**config.mk**
```make
export PLATFORM = sky130hd
export DESIGN_NAME = ambient_light_lux_sampler_top
export DESIGN_NICKNAME = d
export VERILOG_FILES = /design/src/alls_pkg.sv /design/src/ambient_light_lux_sampler_top.sv
export SDC_FILE = /design/constraint.sdc
export NUM_CORES = 2
export LEC_CHECK = 0
export BUFFER_PORTS_ARGS = -buffer_cell sky130_fd_sc_hd__buf_2
export CORE_MARGIN = 1.5
export CORE_UTILIZATION = 61
export DETAILED_ROUTE_END_ITERATION = 8
export PLACE_DENSITY_LB_ADDON = 0.15
export SYNTH_ARGS = -nofsm -noshare
export SYNTH_HDL_FRONTEND = slang
export SYNTH_SLANG_ARGS = --single-unit
```
**constraint.sdc**
```tcl
create_clock -name clk -period 11.6 [get_ports clk]
set_input_delay 0.58 -clock clk [delete_from_list [all_inputs] [get_ports clk]]
set_output_delay 0.58 -clock clk [all_outputs]
set_load 0.01 [all_outputs]
```
**src/alls_pkg.sv**
```systemverilog
// Shared constants for the ambient light lux sampler.
// Holds register indexes, reset values, channel widths and Q16 coefficients.
// No dependencies.
package alls_pkg;

  // Configuration port
  localparam int CFG_IDX_W = 8;
  localparam int CFG_DAT_W = 8;
  localparam logic [CFG_IDX_W-1:0] REG_CYCLE_SECONDS  = 8'd0;
  localparam logic [CFG_IDX_W-1:0] REG_SENSOR_PRESENT = 8'd1;
  localparam logic [7:0] CYCLE_SECONDS_RST = 8'd4;

  // Channel and result widths
  localparam int CHAN_W = 16;
  localparam int LUX_W  = 21;
  localparam logic [LUX_W-1:0] LUX_MAX = 21'd2000000;

  // Ratio test: ch1*100 against (ch0+ch1)*threshold, all exact
  localparam int CMP_W = 24;
  localparam logic [CMP_W-1:0] RATIO_SCALE = 24'd100;
  localparam logic [CMP_W-1:0] RATIO_LO    = 24'd45;
  localparam logic [CMP_W-1:0] RATIO_MID   = 24'd64;
  localparam logic [CMP_W-1:0] RATIO_HI    = 24'd85;

  // Q16 coefficients already scaled by ten, so one product layer gives lux*10*2^16
  localparam int KX_W  = 22;
  localparam int ACC_W = 38;
  localparam int FRAC_W = 16;
  localparam logic [KX_W-1:0] KX_A0 = 22'd1162810;  // 10 * 1.7743
  localparam logic [KX_W-1:0] KX_A1 = 22'd724760;   // 10 * 1.1059
  localparam logic [KX_W-1:0] KX_B0 = 22'd2803960;  // 10 * 4.2785
  localparam logic [KX_W-1:0] KX_B1 = 22'd1281100;  // 10 * 1.9548
  localparam logic [KX_W-1:0] KX_C0 = 22'd388370;   // 10 * 0.5926
  localparam logic [KX_W-1:0] KX_C1 = 22'd77660;    // 10 * 0.1185

endpackage

```
**src/ambient_light_lux_sampler_top.sv**
```systemverilog
// Top level of the ambient light lux sampler: tick stream in, lux stream out.
// Depends on alls_pkg for constants and coefficients.
//
// Each input beat is one one-second tick carrying the sensor's data-ready flag
// (in_tuser) and the two channel counts (in_tdata). A countdown fires on the
// first tick after reset and then every cycle_seconds+1 ticks; on a firing tick
// with the sensor present the channels are latched (if data is ready) and lux
// times ten is recomputed with the piecewise ratio formula. Every tick yields
// exactly one output beat: out_tuser says whether a measurement happened and
// out_tdata carries the latest lux*10. The block takes one beat per clock while
// the output is not stalled, through an input register, then a single pass
// through the ratio compare and one layer of constant multipliers into the
// result register. An output stall backs up into in_tready only once both
// registers are full. Configuration writes are taken at any time
// (cfg_ready is always high) but are meant for an idle block.
module ambient_light_lux_sampler_top (
  input  logic                            clk,
  input  logic                            rst_n,
  // Tick input
  input  logic                            in_tvalid,
  output logic                            in_tready,
  input  logic [31:0]                     in_tdata,   // [15:0] chan_visible_ir, [31:16] chan_ir
  input  logic                            in_tuser,   // [0] data_ready
  // Result output
  output logic                            out_tvalid,
  input  logic                            out_tready,
  output logic [23:0]                     out_tdata,  // [20:0] lux_x10, [23:21] zero
  output logic                            out_tuser,  // [0] measured
  // Configuration writes
  input  logic                            cfg_valid,
  output logic                            cfg_ready,
  input  logic [alls_pkg::CFG_IDX_W-1:0]  cfg_index,
  input  logic [alls_pkg::CFG_DAT_W-1:0]  cfg_data
);

  // Configuration registers
  logic [7:0] cycle_seconds_r;
  logic       sensor_present_r;

  // Tick state
  logic [7:0]                    seconds_left_r, seconds_left_nxt;
  logic [alls_pkg::CHAN_W-1:0]   held_c0_r, held_c0_nxt;
  logic [alls_pkg::CHAN_W-1:0]   held_c1_r, held_c1_nxt;
  logic [alls_pkg::LUX_W-1:0]    last_lux_r, last_lux_nxt;

  // Input stage
  logic                          s0_valid_r;
  logic                          s0_ready_r;
  logic [alls_pkg::CHAN_W-1:0]   s0_c0_r;
  logic [alls_pkg::CHAN_W-1:0]   s0_c1_r;

  // Result stage
  logic                          out_valid_r;
  logic                          out_meas_r;
  logic [alls_pkg::LUX_W-1:0]    out_lux_r;

  logic in_fire, adv, cfg_fire, cycle_wr;
  logic fire, meas;

  // Datapath
  logic [alls_pkg::CHAN_W-1:0] c0, c1;
  logic [alls_pkg::CMP_W-1:0]  sum, hi, lim_lo, lim_mid, lim_hi;
  logic                        seg_a, seg_b, seg_c, chan_zero;
  logic [alls_pkg::ACC_W-1:0]  acc_a, acc_c, prod_p, prod_m, acc_b, acc;
  logic [alls_pkg::ACC_W-alls_pkg::FRAC_W-1:0] scaled;
  logic [alls_pkg::LUX_W-1:0]  lux_new;

  // Handshakes
  assign cfg_ready = 1'b1;
  assign cfg_fire  = cfg_valid;
  assign cycle_wr  = cfg_fire && (cfg_index == alls_pkg::REG_CYCLE_SECONDS) &&
                     (cfg_data != '0);
  assign adv       = s0_valid_r && (!out_valid_r || out_tready);
  assign in_tready = !s0_valid_r || adv;
  assign in_fire   = in_tvalid && in_tready;

  // Countdown decision for the tick in the input stage
  assign fire = (seconds_left_r == '0);
  assign meas = fire && sensor_present_r;

  // Pick channels: fresh ones on a measuring tick with data ready
  always_comb begin
    held_c0_nxt = held_c0_r;
    held_c1_nxt = held_c1_r;
    if (adv && meas && s0_ready_r) begin
      held_c0_nxt = s0_c0_r;
      held_c1_nxt = s0_c1_r;
    end
  end
  assign c0 = (meas && s0_ready_r) ? s0_c0_r : held_c0_r;
  assign c1 = (meas && s0_ready_r) ? s0_c1_r : held_c1_r;

  // Exact ratio test by cross-multiplication
  assign sum       = alls_pkg::CMP_W'(c0) + alls_pkg::CMP_W'(c1);
  assign hi        = alls_pkg::CMP_W'(c1) * alls_pkg::RATIO_SCALE;
  assign lim_lo    = sum * alls_pkg::RATIO_LO;
  assign lim_mid   = sum * alls_pkg::RATIO_MID;
  assign lim_hi    = sum * alls_pkg::RATIO_HI;
  assign chan_zero = (sum == '0);
  assign seg_a     = hi < lim_lo;
  assign seg_b     = hi < lim_mid;
  assign seg_c     = hi < lim_hi;

  // One layer of constant products for all three segments
  assign acc_a  = alls_pkg::ACC_W'(c0) * alls_pkg::ACC_W'(alls_pkg::KX_A0) +
                  alls_pkg::ACC_W'(c1) * alls_pkg::ACC_W'(alls_pkg::KX_A1);
  assign prod_p = alls_pkg::ACC_W'(c0) * alls_pkg::ACC_W'(alls_pkg::KX_B0);
  assign prod_m = alls_pkg::ACC_W'(c1) * alls_pkg::ACC_W'(alls_pkg::KX_B1);
  assign acc_b  = (prod_p > prod_m) ? (prod_p - prod_m) : '0;
  assign acc_c  = alls_pkg::ACC_W'(c0) * alls_pkg::ACC_W'(alls_pkg::KX_C0) +
                  alls_pkg::ACC_W'(c1) * alls_pkg::ACC_W'(alls_pkg::KX_C1);

  // Select segment; zero when both channels are dark or ratio is too high
  always_comb begin
    priority if (chan_zero) begin
      acc = '0;
    end else if (seg_a) begin
      acc = acc_a;
    end else if (seg_b) begin
      acc = acc_b;
    end else if (seg_c) begin
      acc = acc_c;
    end else begin
      acc = '0;
    end
  end

  // Drop the fraction, saturate
  assign scaled  = acc[alls_pkg::ACC_W-1:alls_pkg::FRAC_W];
  assign lux_new = (scaled > (alls_pkg::ACC_W-alls_pkg::FRAC_W)'(alls_pkg::LUX_MAX)) ?
                   alls_pkg::LUX_MAX : scaled[alls_pkg::LUX_W-1:0];

  assign last_lux_nxt = (adv && meas) ? lux_new : last_lux_r;

  // Countdown: a cycle write reloads, else advance with each tick
  always_comb begin
    seconds_left_nxt = seconds_left_r;
    if (cycle_wr) begin
      seconds_left_nxt = cfg_data;
    end else if (adv) begin
      seconds_left_nxt = fire ? cycle_seconds_r : (seconds_left_r - 8'd1);
    end
  end

  // Configuration registers
  always_ff @(posedge clk) begin
    if (!rst_n) begin
      cycle_seconds_r  <= alls_pkg::CYCLE_SECONDS_RST;
      sensor_present_r <= 1'b0;
    end else if (cfg_fire) begin
      if (cycle_wr) begin
        cycle_seconds_r <= cfg_data;
      end
      if (cfg_index == alls_pkg::REG_SENSOR_PRESENT) begin
        sensor_present_r <= cfg_data[0];
      end
    end
  end

  // Tick state
  always_ff @(posedge clk) begin
    if (!rst_n) begin
      seconds_left_r <= '0;
      held_c0_r      <= '0;
      held_c1_r      <= '0;
      last_lux_r     <= '0;
    end else begin
      seconds_left_r <= seconds_left_nxt;
      held_c0_r      <= held_c0_nxt;
      held_c1_r      <= held_c1_nxt;
      last_lux_r     <= last_lux_nxt;
    end
  end

  // Stage valids
  always_ff @(posedge clk) begin
    if (!rst_n) begin
      s0_valid_r  <= 1'b0;
      out_valid_r <= 1'b0;
    end else begin
      if (in_fire) begin
        s0_valid_r <= 1'b1;
      end else if (adv) begin
        s0_valid_r <= 1'b0;
      end
      if (adv) begin
        out_valid_r <= 1'b1;
      end else if (out_tready) begin
        out_valid_r <= 1'b0;
      end
    end
  end

  // Payload registers
  always_ff @(posedge clk) begin
    if (in_fire) begin
      s0_ready_r <= in_tuser;
      s0_c0_r    <= in_tdata[15:0];
      s0_c1_r    <= in_tdata[31:16];
    end
    if (adv) begin
      out_meas_r <= meas;
      out_lux_r  <= last_lux_nxt;
    end
  end

  assign out_tvalid = out_valid_r;
  assign out_tuser  = out_meas_r;
  assign out_tdata  = {3'b000, out_lux_r};

  // A nonzero cycle write reloads the countdown with that value
  a_cycle_reload: assert property (@(posedge clk) disable iff (!rst_n)
    cycle_wr |=> (seconds_left_r == $past(cfg_data)))
    else $error("countdown not reloaded by cycle write");

  // A tick that does not fire, with no cycle write, decrements the countdown
  a_countdown: assert property (@(posedge clk) disable iff (!rst_n)
    (adv && !fire && !cycle_wr) |=> (seconds_left_r == $past(seconds_left_r) - 8'd1))
    else $error("countdown did not decrement");

  // A tick without measurement reports the previous lux unchanged
  a_lux_kept: assert property (@(posedge clk) disable iff (!rst_n)
    (adv && !meas) |=> (!out_tuser && (out_lux_r == $past(last_lux_r))))
    else $error("lux changed without a measurement");

  // Reported lux never exceeds the saturation limit
  a_lux_range: assert property (@(posedge clk) disable iff (!rst_n)
    out_tvalid |-> (out_lux_r <= alls_pkg::LUX_MAX))
    else $error("lux out of range");

endmodule
```
==> run_results.csv <==
group,metric,value,unit
setup_path,worst-path-max-fanout,32,
grt,track_usage,0.410,
floorplanning,die_w,276,um
routing,viasPerCell,6.07,
final_layout,final_common_cell,"ha_1",
setup_path,critical_path_class,"reg -> reg",
clocking,cts_tree,"done",
setup_path,arrival,11490,ps
setup_path,slowest_delay,560,ps
grt,grt-ovfl-total,0,
floorplanning,fp.coreArea,0.0735,mm2
clocking,holdBufCountCts,0,
floorplanning,dieArea,0.0763,mm2
routing,drt-total-wl,157000,um
placed_design,dp.final_hpwl,136000,um
placed_design,postPlaceCellArea,0.0493,mm2
clocking,clock_latency,470,ps
grt,grt_pass1_wl,234000,um
floorplanning,start_util,0.620,
logic_synthesis,ys_top_cells_by_area,"ha_1, fa_1, inv_1",
final_layout,drive_above_1_share,0.116,
logic_synthesis,ys.warnings.count,0,
setup_path,critPathLaunchType,"flip-flop",
setup_path,r2r_cells,45,
sta,period_share,0.972,
logic_synthesis,synthDistinctLibCells,106,
sta,slew_viol_final,0,
setup_path,crit_path_frequent_cell,"ha_1",
pwr,clkPwrFrac,0.461,
logic_synthesis,ys_ff_latch,127,
logic_synthesis,synth_edf_count,55,
logic_synthesis,synth_top_area_cell,"ha_1",
grt,grt_max_degree,53,
logic_synthesis,synth_seq_area_share,0.0680,
logic_synthesis,synth.avg_cell_area,9.01,um2
setup_path,crit_path_top_delay_cell,"fa_1",
setup_path,critPathTopFamily,"compound AO/OA/AOI/OAI gates",
final_layout,syn_to_final_growth,11.4,%
pwr,p_int,867,uW
final_layout,layout.nets,7067,
floorplanning,die_h,276,um
setup_path,worstSetupEndpointType,"flip-flop",
routing,route.detailed.drc,0,
routing,wl_per_cell,24.5,um
grt,antenna_found_initial,4,
routing,drt_first_pass_iters,5,
setup_path,worstPathRequired,11820,ps
pwr,pwr-share-comb,0.141,
routing,first_iter_violations,2824,
pwr,p_sw_frac,0.308,
logic_synthesis,ys_async_sr_fraction,0,
final_layout,nFillCells,6011,
final_layout,design_area,0.0507,mm2
clocking,clk_pin_slew,70,ps
pwr,p_leak,0.0296,uW
routing,vias,38829,
sta,tightest_slew,1040,ps
setup_path,cp_num_buf_inv,10,
min_path,min_path_type,"in -> reg",
clocking,numCtsBuffers,17,
sta,setup_viol,0,
sta,slew_headroom,0.308,
placed_design,routabilityCongestion,1.08,
routing,postRouteAntennaNets,0,
setup_path,cp.depth,45,
run_status,status,"completed",
grt,first_global_vias,39090,
floorplanning,io_pins,82,
pwr,ir_drop,131,uV
placed_design,io_buffers,77,
clocking,cts_htree_levels,4,
floorplanning,rows,99,
logic_synthesis,synth_top_area_share,0.280,
sta,skew,15.7,ps
sta,finalHoldViolations,0,
sta,fmax,88.7,MHz
sta,fin_crit,11270,ps
min_path,hold_depth,1,
pwr,power_density,24.7,mW/mm2
clocking,cts_root_buffer,"clkbuf_16",
clocking,cts.sinks,127,
pwr,p_total,1250,uW
clocking,cts.path.max_buffers,2,
logic_synthesis,synthesis.area,0.0455,mm2
pwr,pwr-share-seq,0.398,
pwr,power.switching,386,uW
logic_synthesis,synth_cells,5049,
logic_synthesis,synthFlopType,"dfxtp_1",
final_layout,final_cell_mix,"ha_1, inv_1, fa_1",
flow_run,drv_cap,0,
-- area by class of cell --
cell class	instances	area, um2	area share
well taps	959	1200	0.0237
multi-input cells	3905	39100	0.771
repair buffers	409	3080	0.0608
clock inverters	14	173	0.00341
clock buffers	18	429	0.00847
diodes	1	2.50	0.0000494
flip-flops and latches	127	3090	0.0610
inverters	963	3620	0.0714
-- power groups by stage --
stage	sequential (uW)	clock, uW	combinational [uW]
after global placement	507	0	164
after floorplan	500	0	86.7
final	499	577	177
after detailed placement	507	0	166
after global routing	499	595	185
after CTS	497	579	167
-- per-stage QoR --
| step | instances | util | setup TNS [ps] | setup WS [ps] | hold slack [ps] |
|---|---|---|---|---|---|
| after floorplan | 5051 | - | 0 | 34.8 | 420 |
| final | 6396 | 0.690 | 0 | 326 | 278 |
| after global routing | 6395 | 0.690 | -1130 | -114 | 274 |
| after detailed placement | 6346 | 0.672 | -4.76 | -4.76 | 441 |
| after CTS | 6378 | 0.680 | 0 | 54.3 | 272 |
| after global placement | 6346 | 0.672 | 0 | 181 | 431 |
-- layer usage --
layer  wire length, um  track usage  vias to the layer above
met5                34            0                        -
met4             11400        0.241                        4
met3             12000       0.0583                      424
met2             71000        0.670                     1567
met1             62400        0.520                    18845
li1                  -            -                    17989
-- registers in the layout (all words and copies together) (netlist names) --
signal            flops
sensor_present_r      1
held_c0_r            16
s0_c1_r              16
out_tvalid            1
last_lux_r           21
held_c1_r            16
s0_valid_r            1
out_lux_r            21
s0_c0_r              16
out_tuser             1
s0_ready_r            1
cycle_seconds_r       8
seconds_left_r        8
-- cell families after synthesis --
logic type,count (synthesis),synth area share
other,2,0.000165
flip-flops,127,0.0680
AND/OR/NAND/NOR,1008,0.108
XOR/XNOR,261,0.0502
AO/OA/AOI/OAI,1010,0.150
adder cells (fa/ha/maj),1590,0.532
buffers and inverters,1019,0.0849
multiplexers,32,0.00726
-- repair_timing --
action                                  in CTS  in global routing
setup buffers                                0                 15
resized for setup                            1                141
gates cloned                                 0                  2
endpoints found under the setup margin       2                 42
pin swaps                                    0                 24
-- cell usage after synthesis, types with 37 or more instances --
master,count
nor2b_1,37
fa_1,573
clkbuf_1,39
a21oi_1,291
nand3_1,81
xor2_1,92
nand2b_1,37
edfxtp_1,55
nor2_1,207
o21ai_0,186
o21bai_1,39
a21o_1,123
dfxtp_1,72
nand2_1,346
nor3_1,71
o21a_1,37
ha_1,1017
xnor2_1,169
inv_1,959
nand4_1,40
-- final timing paths --
path	start	to	slack [ps]
setup / recovery	seconds_left_r[0]	out_lux_r[17]	330
hold reg to reg	cycle_seconds_r[0]	cycle_seconds_r[0]	450
hold / removal	in_tdata[18]	s0_c1_r[2]	280
setup reg to reg	seconds_left_r[0]	out_lux_r[17]	330
Power figures use the tool's default switching activity.
